$ cat src/hdl/fdrc_pkg.sv
// ----------------------------------------------------------------------------
// fdrc_pkg
// Shared widths, register indexes, reset values and controller states.
// ----------------------------------------------------------------------------
`default_nettype none

package fdrc_pkg;

    localparam int TIME_W        = 64;
    localparam int OVH_W         = 32;
    localparam int FREQ_W        = 32;
    localparam int RATE_W        = 24;
    localparam int CNT_W         = 8;
    localparam int PROD_W        = TIME_W + RATE_W;
    localparam int FRAC_BITS_DEF = 16;

    localparam int IN_TDATA_W    = 96;
    localparam int OUT_TDATA_W   = 8;
    localparam int CFG_IDX_W     = 8;
    localparam int CFG_DATA_W    = 32;

    localparam logic [CFG_IDX_W-1:0] CFG_TIMER_FREQ  = 8'd0;
    localparam logic [CFG_IDX_W-1:0] CFG_TARGET_RATE = 8'd1;
    localparam logic [CFG_IDX_W-1:0] CFG_FIXED_WEIGHT = 8'd2;
    localparam logic [CFG_IDX_W-1:0] CFG_OVH_COMP_ON = 8'd3;

    localparam logic [FREQ_W-1:0] RST_TIMER_FREQ  = 32'd10000000;
    localparam logic [RATE_W-1:0] RST_TARGET_RATE = 24'd1966080;

    typedef enum logic [2:0] {
        S_IDLE,
        S_CALC,
        S_COMP,
        S_MUL,
        S_DIV,
        S_ACC,
        S_DONE
    } t_state;

endpackage

`default_nettype wire

$ cat src/hdl/frame_duplicate_rate_converter_unit.sv
// ----------------------------------------------------------------------------
// frame_duplicate_rate_converter_unit
// Per-frame copy count for frame rate conversion with a Q fraction carry.
// ----------------------------------------------------------------------------
// Usage:
//   s_axis carries one frame request: timer value and capture overhead.
//   m_axis returns one result per request: copy count in tdata, and in tuser
//   a flag set when the frame only stored its timestamp.
//   The cfg channel writes timer_freq, target rate, fixed weight and the
//   overhead compensation enable; it is always ready, write it while idle.
// Timing:
//   One frame is in flight at a time; s_axis_tready is high only when idle.
//   First frame / no time advance: CALC, then DONE.
//   Fixed weight: CALC, ACC, DONE; zero weight: CALC, COMP, ACC, DONE.
//   Measured weight: CALC, COMP, then the serial multiplier (MUL) and the
//   serial divider (DIV), each one bit per cycle, then ACC and DONE.
// Reset clears the frame history, the leftover fraction and the penalty,
// and loads the configuration defaults. A stalled m_axis holds its result
// in the output register while the next frame is taken and computed.
// ----------------------------------------------------------------------------
`default_nettype none

module frame_duplicate_rate_converter_unit #(
    parameter int FRAC_BITS = fdrc_pkg::FRAC_BITS_DEF
) (
    input  wire                              i_clk,
    input  wire                              i_rst_n,
    // stream in: [63:0] now_time, [95:64] overhead_ticks
    input  wire                              s_axis_tvalid,
    output logic                             s_axis_tready,
    input  wire [fdrc_pkg::IN_TDATA_W-1:0]   s_axis_tdata,
    // stream out: [7:0] dup_count
    output logic                             m_axis_tvalid,
    input  wire                              m_axis_tready,
    output logic [fdrc_pkg::OUT_TDATA_W-1:0] m_axis_tdata,
    // [0] first_frame
    output logic [0:0]                       m_axis_tuser,
    // configuration writes
    input  wire                              i_cfg_valid,
    output logic                             o_cfg_ready,
    input  wire [fdrc_pkg::CFG_IDX_W-1:0]    i_cfg_index,
    input  wire [fdrc_pkg::CFG_DATA_W-1:0]   i_cfg_data
);
    import fdrc_pkg::*;

    localparam int QW   = FRAC_BITS + 9;
    localparam int UP   = (FRAC_BITS >= 16) ? FRAC_BITS - 16 : 0;
    localparam int DOWN = (FRAC_BITS < 16) ? 16 - FRAC_BITS : 0;

    t_state r_state, n_state;

    // configuration
    logic [FREQ_W-1:0]    r_freq;
    logic [RATE_W-1:0]    r_target;
    logic [RATE_W-1:0]    r_fixed;
    logic                 r_comp_on;

    // frame history
    logic [TIME_W-1:0]    r_last;
    logic [FRAC_BITS-1:0] r_left;
    logic [OVH_W-1:0]     r_pen;

    // working registers
    logic [TIME_W-1:0]    r_now;
    logic [OVH_W-1:0]     r_ovh;
    logic [TIME_W-1:0]    r_d;
    logic [QW-1:0]        r_w;
    logic [CNT_W-1:0]     r_res_count;
    logic                 r_res_first;
    logic                 r_mul_start;

    // output register
    logic                 r_out_valid;
    logic [CNT_W-1:0]     r_out_count;
    logic                 r_out_first;

    logic [TIME_W-1:0]    d_raw;
    logic                 first_cond;
    logic                 fixed_on;
    logic [OVH_W-1:0]     pen_half;
    logic [OVH_W-1:0]     shrink;
    logic [OVH_W-1:0]     pen_decay;
    logic                 nonpos;
    logic                 w_zero;
    logic [RATE_W+15:0]   fx_wide;
    logic [QW-1:0]        sum;
    logic [8:0]           count9;

    logic                 in_ready;
    logic                 out_free;
    logic                 out_load;
    logic                 mul_go;

    logic                 mul_done;
    logic [PROD_W-1:0]    product;
    logic                 div_done;
    logic [QW-1:0]        div_weight;

    // ---------------- datapath combinational ----------------
    assign d_raw      = r_now - r_last;
    // zero history, no advance, or time went backward
    assign first_cond = (r_last == '0) || (d_raw == '0) || d_raw[TIME_W-1];
    assign fixed_on   = (r_fixed != '0);

    assign pen_half   = r_ovh >> 1;
    assign shrink     = r_ovh - pen_half;
    assign pen_decay  = r_pen >> 1;
    assign nonpos     = r_comp_on && (r_ovh != '0) && ({32'd0, shrink} >= r_d);
    assign w_zero     = nonpos || (r_freq == '0);

    assign fx_wide    = ({16'd0, r_fixed} << UP) >> DOWN;
    assign sum        = r_w + QW'(r_left);
    assign count9     = sum[QW-1:FRAC_BITS];

    // ---------------- controller ----------------
    always_comb begin
        n_state = r_state;
        case (r_state)
            S_IDLE: if (s_axis_tvalid) n_state = S_CALC;
            S_CALC: begin
                if (first_cond)    n_state = S_DONE;
                else if (fixed_on) n_state = S_ACC;
                else               n_state = S_COMP;
            end
            S_COMP: n_state = w_zero ? S_ACC : S_MUL;
            S_MUL:  if (mul_done) n_state = S_DIV;
            S_DIV:  if (div_done) n_state = S_ACC;
            S_ACC:  n_state = S_DONE;
            S_DONE: if (out_free) n_state = S_IDLE;
            default: n_state = S_IDLE;
        endcase
    end

    always_comb begin
        in_ready = (r_state == S_IDLE);
        out_free = !r_out_valid || m_axis_tready;
        out_load = (r_state == S_DONE) && out_free;
        mul_go   = (r_state == S_COMP) && !w_zero;
    end

    always_ff @(posedge i_clk) begin
        if (!i_rst_n) begin
            r_state     <= S_IDLE;
            r_mul_start <= 1'b0;
            r_out_valid <= 1'b0;
        end else begin
            r_state     <= n_state;
            r_mul_start <= mul_go;
            if (out_load)
                r_out_valid <= 1'b1;
            else if (m_axis_tready)
                r_out_valid <= 1'b0;
        end
    end

    // configuration and frame history
    always_ff @(posedge i_clk) begin
        if (!i_rst_n) begin
            r_freq    <= RST_TIMER_FREQ;
            r_target  <= RST_TARGET_RATE;
            r_fixed   <= '0;
            r_comp_on <= 1'b0;
            r_last    <= '0;
            r_left    <= '0;
            r_pen     <= '0;
        end else begin
            if (i_cfg_valid) begin
                case (i_cfg_index)
                    CFG_TIMER_FREQ:   r_freq    <= i_cfg_data;
                    CFG_TARGET_RATE:  r_target  <= i_cfg_data[RATE_W-1:0];
                    CFG_FIXED_WEIGHT: r_fixed   <= i_cfg_data[RATE_W-1:0];
                    CFG_OVH_COMP_ON:  r_comp_on <= i_cfg_data[0];
                    default: ;
                endcase
            end
            if (r_state == S_CALC)
                r_last <= r_now;
            if ((r_state == S_COMP) && r_comp_on)
                r_pen <= (r_ovh != '0) ? pen_half : pen_decay;
            if (r_state == S_ACC)
                r_left <= sum[FRAC_BITS-1:0];
        end
    end

    // per-frame payload
    always_ff @(posedge i_clk) begin
        if (in_ready && s_axis_tvalid) begin
            r_now <= s_axis_tdata[TIME_W-1:0];
            r_ovh <= s_axis_tdata[TIME_W+OVH_W-1:TIME_W];
        end
        case (r_state)
            S_CALC: begin
                r_d         <= d_raw;
                r_res_first <= first_cond;
                r_res_count <= CNT_W'(1);
                if (fixed_on)
                    r_w <= QW'(fx_wide);
            end
            S_COMP: begin
                if (w_zero)
                    r_w <= '0;
                if (r_comp_on && !nonpos) begin
                    if (r_ovh != '0)
                        r_d <= r_d - {32'd0, shrink};
                    else
                        r_d <= r_d + {32'd0, pen_decay};
                end
            end
            S_DIV: begin
                if (div_done)
                    r_w <= div_weight;
            end
            S_ACC: begin
                r_res_count <= count9[8] ? {CNT_W{1'b1}} : count9[CNT_W-1:0];
            end
            default: ;
        endcase
        if (out_load) begin
            r_out_count <= r_res_count;
            r_out_first <= r_res_first;
        end
    end

    fdrc_mul u_mul (
        .i_clk     (i_clk),
        .i_rst_n   (i_rst_n),
        .i_start   (r_mul_start),
        .i_mcand   (r_d),
        .i_mplier  (r_target),
        .o_done    (mul_done),
        .o_product (product)
    );

    fdrc_div #(
        .FRAC_BITS (FRAC_BITS)
    ) u_div (
        .i_clk      (i_clk),
        .i_rst_n    (i_rst_n),
        .i_start    (mul_done),
        .i_dividend (product),
        .i_divisor  (r_freq),
        .o_done     (div_done),
        .o_weight   (div_weight)
    );

    assign s_axis_tready = in_ready;
    assign o_cfg_ready   = 1'b1;
    assign m_axis_tvalid = r_out_valid;
    assign m_axis_tdata  = r_out_count;
    assign m_axis_tuser  = r_out_first;

endmodule

`default_nettype wire

$ cat src/hdl/fdrc_mul.sv
// ----------------------------------------------------------------------------
// fdrc_mul
// Bit-serial shift-add multiplier: one multiplier bit per cycle.
// ----------------------------------------------------------------------------
`default_nettype none

module fdrc_mul (
    input  wire                         i_clk,
    input  wire                         i_rst_n,
    input  wire                         i_start,
    input  wire [fdrc_pkg::TIME_W-1:0]  i_mcand,
    input  wire [fdrc_pkg::RATE_W-1:0]  i_mplier,
    output logic                        o_done,
    output logic [fdrc_pkg::PROD_W-1:0] o_product
);
    import fdrc_pkg::*;

    localparam int CW = $clog2(RATE_W);

    logic [PROD_W:0]   r_p;
    logic [TIME_W-1:0] r_mcand;
    logic [CW-1:0]     r_cnt;
    logic              r_busy;
    logic              r_done;
    logic [TIME_W:0]   sum;

    // upper part of the partial product plus the current addend
    assign sum = r_p[PROD_W:RATE_W] + {1'b0, (r_p[0] ? r_mcand : {TIME_W{1'b0}})};

    always_ff @(posedge i_clk) begin
        if (!i_rst_n) begin
            r_busy <= 1'b0;
            r_done <= 1'b0;
            r_cnt  <= '0;
        end else begin
            r_done <= 1'b0;
            if (i_start) begin
                r_busy <= 1'b1;
                r_cnt  <= '0;
            end else if (r_busy) begin
                r_cnt <= r_cnt + 1'b1;
                if (r_cnt == CW'(RATE_W - 1)) begin
                    r_busy <= 1'b0;
                    r_done <= 1'b1;
                end
            end
        end
    end

    always_ff @(posedge i_clk) begin
        if (i_start) begin
            r_p     <= {{(TIME_W + 1){1'b0}}, i_mplier};
            r_mcand <= i_mcand;
        end else if (r_busy) begin
            r_p <= {1'b0, sum, r_p[RATE_W-1:1]};
        end
    end

    assign o_done    = r_done;
    assign o_product = r_p[PROD_W-1:0];

endmodule

`default_nettype wire

$ cat src/hdl/fdrc_div.sv
// ----------------------------------------------------------------------------
// fdrc_div
// Bit-serial restoring divider with a saturating quotient (cap 256.0).
// ----------------------------------------------------------------------------
`default_nettype none

module fdrc_div #(
    parameter int FRAC_BITS = fdrc_pkg::FRAC_BITS_DEF
) (
    input  wire                         i_clk,
    input  wire                         i_rst_n,
    input  wire                         i_start,
    input  wire [fdrc_pkg::PROD_W-1:0]  i_dividend,
    input  wire [fdrc_pkg::FREQ_W-1:0]  i_divisor,
    output logic                        o_done,
    output logic [FRAC_BITS+8:0]        o_weight
);
    import fdrc_pkg::*;

    localparam int UP    = (FRAC_BITS >= 16) ? FRAC_BITS - 16 : 0;
    localparam int DOWN  = (FRAC_BITS < 16) ? 16 - FRAC_BITS : 0;
    // dividend bits used MSB first; low DOWN bits dropped, UP zeros appended
    localparam int STEPS = PROD_W - DOWN + UP;
    localparam int CW    = $clog2(STEPS);
    localparam int QW    = FRAC_BITS + 9;
    localparam logic [QW-1:0] CAP = {1'b1, {(FRAC_BITS + 8){1'b0}}};

    logic [PROD_W-1:0] r_dvd;
    logic [FREQ_W-1:0] r_dsr;
    logic [FREQ_W-1:0] r_rem;
    logic [QW-1:0]     r_q;
    logic              r_sat;
    logic [CW-1:0]     r_cnt;
    logic              r_busy;
    logic              r_done;

    logic [FREQ_W:0]   trial;
    logic [FREQ_W:0]   diff;
    logic              ge;

    assign trial = {r_rem, r_dvd[PROD_W-1]};
    assign ge    = (trial >= {1'b0, r_dsr});
    assign diff  = trial - {1'b0, r_dsr};

    always_ff @(posedge i_clk) begin
        if (!i_rst_n) begin
            r_busy <= 1'b0;
            r_done <= 1'b0;
            r_cnt  <= '0;
        end else begin
            r_done <= 1'b0;
            if (i_start) begin
                r_busy <= 1'b1;
                r_cnt  <= '0;
            end else if (r_busy) begin
                r_cnt <= r_cnt + 1'b1;
                if (r_cnt == CW'(STEPS - 1)) begin
                    r_busy <= 1'b0;
                    r_done <= 1'b1;
                end
            end
        end
    end

    always_ff @(posedge i_clk) begin
        if (i_start) begin
            r_dvd <= i_dividend;
            r_dsr <= i_divisor;
            r_rem <= '0;
            r_q   <= '0;
            r_sat <= 1'b0;
        end else if (r_busy) begin
            r_dvd <= {r_dvd[PROD_W-2:0], 1'b0};
            r_rem <= ge ? diff[FREQ_W-1:0] : trial[FREQ_W-1:0];
            r_q   <= {r_q[QW-2:0], ge};
            // sticky: any quotient bit pushed out means far above the cap
            r_sat <= r_sat | r_q[QW-1];
        end
    end

    assign o_done   = r_done;
    assign o_weight = (r_sat || (r_q > CAP)) ? CAP : r_q;

endmodule

`default_nettype wire

$ cat config.mk
export PLATFORM = sky130hd
export DESIGN_NAME = frame_duplicate_rate_converter_unit
export DESIGN_NICKNAME = d
export VERILOG_FILES = /design/src/hdl/fdrc_pkg.sv /design/src/hdl/frame_duplicate_rate_converter_unit.sv /design/src/hdl/fdrc_mul.sv /design/src/hdl/fdrc_div.sv
export SDC_FILE = /design/constraint.sdc
export NUM_CORES = 2
export LEC_CHECK = 0
export ABC_AREA = 1
export BUFFER_PORTS_ARGS = -buffer_cell sky130_fd_sc_hd__buf_2
export CAP_MARGIN = 10
export CORE_MARGIN = 10
export CORE_UTILIZATION = 55
export CTS_BUF_LIST = sky130_fd_sc_hd__clkbuf_4 sky130_fd_sc_hd__clkbuf_8 sky130_fd_sc_hd__clkbuf_16
export CTS_CLUSTER_SIZE = 30
export DETAILED_ROUTE_END_ITERATION = 10
export GPL_TIMING_DRIVEN = 1
export PLACE_DENSITY = 0.68
export SKIP_LAST_GASP = 1
export SYNTH_ARGS = -nofsm -noshare
export SYNTH_HDL_FRONTEND = slang
export SYNTH_SLANG_ARGS = --single-unit
$ cat constraint.sdc
create_clock -name i_clk -period 7 [get_ports i_clk]
set_input_delay 0.35 -clock i_clk [delete_from_list [all_inputs] [get_ports i_clk]]
set_output_delay 0.35 -clock i_clk [all_outputs]
set_load 0.01 [all_outputs]
==> After elaboration in Yosys (flattened, before gate mapping) <==
Cells that the tools add are included.
{ "op_classes": {"addsub": 9, "n_lt_le_gt_ge": 3, "n_eq_ne": 18, "muxes": 35, "n_bitwise": 4, "reduce_logical": 39} }
{ "op_table": {"columns": ["cell", "n"], "rows": [
  ["2-to-1 mux 64 bit", 3],
  ["2-to-1 mux 88 bit", 2],
  ["zero test 64 bit", 2],
  ["case mux 64 bit (2 select lines)", 1],
  ["2-to-1 mux 25 bit", 4],
  ["case mux 25 bit (3 select lines)", 1],
  ["adder 64 x 64 -> 65 bit", 1],
  ["adder 64 x 31 -> 64 bit", 1],
  ["greater-or-equal comparator 32 x 64 -> 1 bit", 1],
  ["subtractor 64 x 32 -> 64 bit", 1],
  ["subtractor 64 bit", 1],
  ["2-to-1 mux 24 bit", 2],
  ["greater-or-equal comparator 33 x 32 -> 1 bit", 1],
  ["zero test 32 bit", 1],
  ["2-to-1 mux 32 bit", 1],
  ["nonzero test 32 bit", 1],
  ["subtractor 32 x 31 -> 32 bit", 1],
  ["subtractor 32 bit", 1],
  ["2-to-1 mux 31 bit", 1],
  ["adder 25 x 16 -> 25 bit", 1],
  ["> comparator 25 bit (second input constant)", 1],
  ["nonzero test 24 bit", 1],
  ["2-to-1 mux 3 bit", 7],
  ["case mux 3 bit (7 select lines)", 1],
  ["other kinds (27)", 70]
]} }
{ "word_totals": {"ff_bits": 747, "wordCells": 140} }

==> Logic depth before layout (Yosys ltp) <==
{ "depth": {"depth_word": 7, "mapped_depth": 34, "mapped_depth_nobuf": 34} }

==> Cells and area by module <==
A second synthesis with hierarchy kept.
{ "hier_totals": {"hier_cells": 7712, "hier_area_um2": 52048.7} }
{ "modules_own_cells": {"columns": ["module", "n_inst", "cells_per_inst", "area_each_um2"], "rows": [
  ["frame_duplicate_rate_converter_unit", 1, 4445, 29873.7],
  ["fdrc_mul", 1, 1910, 11928.9],
  ["fdrc_div", 1, 1357, 10246.1]
]} }

==> Least setup slack after synthesis <==
OpenSTA, ideal clock, no wires.
{ "synth_timing": {"path_type": "reg-to-reg", "start": "reg r_ovh[1]", "end": "reg r_d[0], enable pin", "setup_time_ns": 0.689, "arrival_ns": 4.998, "required_time_ns": 6.311, "setup_slack_ns": 1.314, "stages_incl_launch_ff": 27, "period_less_slack_ns": 5.686, "path_cell_list": "edfxtp_1 -> ha_1 -> fa_1 -> inv_1 -> nand2_1 -> o21ai_1 -> a21oi_1 -> o21ai_2 -> a21boi_2 -> o21ai_2 -> a21oi_1 -> o21ai_1 -> a21oi_1 -> o21ai_2 -> nand2_1 -> nand3_1 -> nand2_1 -> ha_1 -> nand2_1 -> nor2_1 -> inv_1 -> nor2_1 -> nand3_1 -> o41ai_1 -> nand2_1 -> nand2_1 -> nand2_1"} }
{ "synth_via": {"elab_chain_len": 7, "elab_cells_between_ends": 9} }
{ "synth_rtl": {"columns": ["item", "line", "text"], "rows": [
  ["start: declaration", "frame_duplicate_rate_converter_unit.sv:65", "logic [OVH_W-1:0] r_ovh;"],
  ["start signal: assignment", "frame_duplicate_rate_converter_unit.sv:189", "r_ovh <= s_axis_tdata[TIME_W+OVH_W-1:TIME_W];"],
  ["subtractor 32 x 31 -> 32 bit or nonzero test 32 bit (tied branches)", "frame_duplicate_rate_converter_unit.sv:106, frame_duplicate_rate_converter_unit.sv:108", null],
  ["greater-or-equal comparator 32 x 64 -> 1 bit or logical AND 1 bit (tied branches)", "frame_duplicate_rate_converter_unit.sv:108", "assign nonpos = r_comp_on && (r_ovh != '0) && ({32'd0, shrink} >= r_d);"],
  ["logical AND 1 bit *", "frame_duplicate_rate_converter_unit.sv:108", null],
  ["zero test 1 bit *", "frame_duplicate_rate_converter_unit.sv:202", "if (r_comp_on && !nonpos) begin"],
  ["logical AND 1 bit *", "frame_duplicate_rate_converter_unit.sv:202", null],
  ["!= test 2 x 1 -> 1 bit (no line) *", null, null],
  ["AND reduction 2 bit (no line) *", null, null],
  ["end signal: assignment", "frame_duplicate_rate_converter_unit.sv:193", "r_d <= d_raw;"],
  ["end signal: assignment", "frame_duplicate_rate_converter_unit.sv:204", "r_d <= r_d - {32'd0, shrink};"],
  ["end signal: assignment", "frame_duplicate_rate_converter_unit.sv:206", "r_d <= r_d + {32'd0, pen_decay};"],
  ["end: declaration", "frame_duplicate_rate_converter_unit.sv:66", "logic [TIME_W-1:0] r_d;"]
]} }
Every way passes the cells marked *; elsewhere a longest branch is shown, timed or not.
A chain may end at the register's enable or synchronous reset.

==> Worst setup path in the final report <==
{ "layout_timing": {"start": "reg r_ovh[1]", "end": "reg r_w[22], enable pin"} }
{ "layout_via": {"elab_chain_len": 6, "elab_cells_between_ends": 8} }
{ "layout_rtl": {"columns": ["item", "line", "text"], "rows": [
  ["subtractor 32 x 31 -> 32 bit or nonzero test 32 bit (tied branches)", "frame_duplicate_rate_converter_unit.sv:106, frame_duplicate_rate_converter_unit.sv:108", null],
  ["greater-or-equal comparator 32 x 64 -> 1 bit or logical AND 1 bit (tied branches)", "frame_duplicate_rate_converter_unit.sv:108", null],
  ["logical AND 1 bit *", "frame_duplicate_rate_converter_unit.sv:108", null],
  ["logical OR 1 bit *", "frame_duplicate_rate_converter_unit.sv:109", "assign w_zero = nonpos || (r_freq == '0);"],
  ["!= test 2 bit (no line) *", null, null],
  ["AND reduction 4 bit (no line) *", null, null],
  ["end signal: assignment", "frame_duplicate_rate_converter_unit.sv:197", "r_w <= QW'(fx_wide);"],
  ["end signal: assignment", "frame_duplicate_rate_converter_unit.sv:211", "r_w <= div_weight;"],
  ["end: declaration", "frame_duplicate_rate_converter_unit.sv:67", "logic [QW-1:0] r_w;"]
]} }
Marks and branches as above.

==> results.json <==
{
  "status": "finished clean",
  "rsz0062_at_grt": "no",
  "place_congestion": 0.986,
  "ctsHoldBuffers": 116,
  "wl_met3_um": 10800,
  "routed_wl_um": 148000,
  "synth_edf_count": 411,
  "drt-met1-wl_um": 68800,
  "ctsHtreeMaxLevel": 3,
  "grt_pass1_vias": 41300,
  "worst_setup_path_start_kind": "register",
  "maxCapViolCount": 0,
  "chipHeight_um": 316,
  "finClkSkew_ns": 0.0314,
  "clock_latency_ns": 0.68,
  "setup-violations-final": 0,
  "final_cells": 8038,
  "nets": 7243,
  "port_buffers": 151,
  "synth_nets": 7032,
  "ys_seq_area_share_pct": 39.5,
  "wl_per_cell_um": 18.4,
  "ant_nets": 0,
  "synth_area_um2": 48200,
  "critPathRequiredTime_ns": 7.28,
  "dp.cells": 7763,
  "fmax_mhz": 165,
  "grt_pass1_wl_um": 229000,
  "drcViolationCount": 0,
  "setup_tns_ns": 0,
  "clkSinkCount": 745,
  "postSynthAreaPerCell_um2": 7.30,
  "timing.final.crit_share_pct": 86.4,
  "hp-class": "in -> reg",
  "critPathKind": "reg -> reg",
  "yosys_warnings": 0,
  "cp_max_fo": 25,
  "grt_max_degree": 102,
  "cts_buffers": 82,
  "start_util_pct": 55.5,
  "final_common_cell": "nand2_1",
  "finalCriticalPeriod_ns": 6.05,
  "coreArea_um2": 86900,
  "final_cell_mix": "nand2_1 (1472), inv_1 (1147), nor2_1 (646), a21oi_1 (550), o21ai_0 (470)",
  "area_growth_pct": 12.3,
  "die-area_um2": 99900,
  "holdWs_ns": 0.0494,
  "slew_headroom_pct": 21.1,
  "vias": 44200,
  "cts_root_buffer": "clkbuf_16",
  "maxSlewViolCount": 0,
  "power_density_nw_per_um2": 403,
  "grt_usage_pct": 29.0,
  "async_reset_ff_share_pct": 0,
  "syn_inst": 6598,
  "cp.arrival_ns": 6.33,
  "cts_buffer_depth": 3,
  "ys_ff_latch": 745,
  "n_fill_cell": 7847,
  "ys_types": 65,
  "end_kind": "register",
  "dr.pass1.iters": 8,
  "peakVddDrop_mv": 0.292,
  "cts_setup_buffers": 0,
  "synth_flop_cell": "edfxtp_1",
  "grt_overflow": 0,
  "clk_pin_slew_ns": 0.06,
  "worst_pin_slew_ns": 1.18,
  "final_hold_viol_count": 0,
  "ctsResizeCount": 0,
  "num_io_pins": 153,
  "tritoncts": "done",
  "drive_above_1_share_pct": 6.43,
  "drt_iter0_markers": 4044,
  "routed.top_layer": "met4",
  "leakagePower_nw": 25.2,
  "wl_met2_um": 63800,
  "grt_antenna_before_repair": 3,
  "die_x_um": 316,
  "rows": 108,
  "vias_per_cell": 5.50,
  "dp_hpwl_um": 113000
}
[layout make-up]
cell class | count | area, um^2 | share of cell area (%)
Clock buffer | 106 | 2360 | 4.36
Tap cell | 1155 | 1450 | 2.67
Antenna cell | 4 | 10.0 | 0.0185
Clock inverter | 48 | 573 | 1.06
Timing Repair Buffer | 295 | 2160 | 4.00
Inverter | 1161 | 4370 | 8.07
Multi-Input combinational cell | 4524 | 24200 | 44.6
Sequential cell | 745 | 19000 | 35.2
[power by group]
| group | switching [mW] | internal [mW] | total, mW |
|---|---|---|---|
| registers | 0.693 | 5.75 | 6.44 |
| logic | 7.32 | 3.40 | 10.7 |
| clock network | 1.89 | 2.75 | 4.64 |
| total | 9.91 | 11.9 | 21.8 |
[metal layers]
layer / vias to the layer above / global-route usage, %
met4: 0 / 8.17
met5: - / 0
met3: 240 / 4.10
met1: 20200 / 41.9
li1: 22200 / -
met2: 1496 / 44.8
[state kept, by name, summed over array words and instances, names as in the netlist, 64 cells and up]
name,count
r_last,64
u_mul.r_mcand,64
u_mul.r_p,88
u_div.r_dvd,88
r_d,64
r_now,64
[stage by stage]
| step | instance area, um^2 | setup slack (ns) | util, % | power (mW) |
|---|---|---|---|---|
| after floorplan | 48200 | 1.31 | - | 13.8 |
| after global placement | 50000 | 1.06 | 57.5 | 16.8 |
| after detailed placement | 50000 | 1.03 | 57.5 | 16.9 |
| after CTS | 54100 | 1.02 | 62.2 | 21.6 |
| after global routing | 54100 | 0.325 | 62.3 | 23.4 |
| final | 54100 | 0.952 | 62.3 | 21.8 |
[worst paths after layout]
| path | from | end | slack (ns) | cells past startpoint |
|---|---|---|---|---|
| setup reg to reg | r_ovh[1]$_DFFE_PP_ | r_w[22]$_DFFE_PP_ | 0.95 | 27 |
| setup / recovery | r_ovh[1]$_DFFE_PP_ | r_w[22]$_DFFE_PP_ | 0.95 | 27 |
| hold / removal | i_cfg_data[3] | r_freq[3]$_SDFFE_PN0P_ | 0.05 | 3 |
| hold reg to reg | r_res_count[6]$_SDFFCE_PN0P_ | m_axis_tdata[6]$_DFFE_PP_ | 0.42 | 0 |
[synthesized netlist by cell type, types with 47 or more instances]
cell type	count	area share (%)
nor3_1	74	0.77
nor2_1	650	5.1
nand2_1	1473	11
o211ai_1	77	1.2
nand3_1	199	2.1
ha_1	286	7.4
clkbuf_1	144	1.1
xor2_1	101	1.8
o21ai_0	470	4.9
a21oi_1	550	5.7
edfxtp_1	411	26
a31oi_1	95	1.2
dfxtp_1	334	14
nand4_1	84	1.1
nor4_1	47	0.61
inv_1	1149	8.9
[critical path: stages, from the launching register on]
cell and delay [ns]:
edfxtp_1 0.41, ha_1 0.23, fa_1 0.39, inv_1 0.06
nand2_1 0.06, o21ai_1 0.20, a21oi_1 0.15, o21ai_2 0.19
a21boi_2 0.10, o21ai_2 0.19, a21oi_1 0.17, o21ai_1 0.29
a21oi_1 0.17, o21ai_2 0.18, nand2_1 0.09, nand3_1 0.08
nand2_1 0.08, ha_1 0.37, nand2_1 0.13, nor2_1 0.15
inv_1 0.07, nor2_1 0.14, nand3_1 0.11, o41ai_1 0.36
nand2_1 0.27, nand4_1 0.23, o211ai_1 0.12, inv_1 0.66
[kinds of logic (layout without fill, tap and decap cells)]
logic type / count (synthesis) / in the layout / synth area share (%)
AOI/OAI and AO/OA: 1450 / 1450 / 17.1
and+or+nand+nor: 2639 / 2639 / 22.7
xor gates and xnor gates: 141 / 141 / 2.56
other: 1 / 5 / 0.00778
DFF: 745 / 745 / 39.5
adders and majority gates: 293 / 293 / 7.72
buffers and inverters: 1329 / 1610 / 10.5
Power figures use the tool's default switching activity.
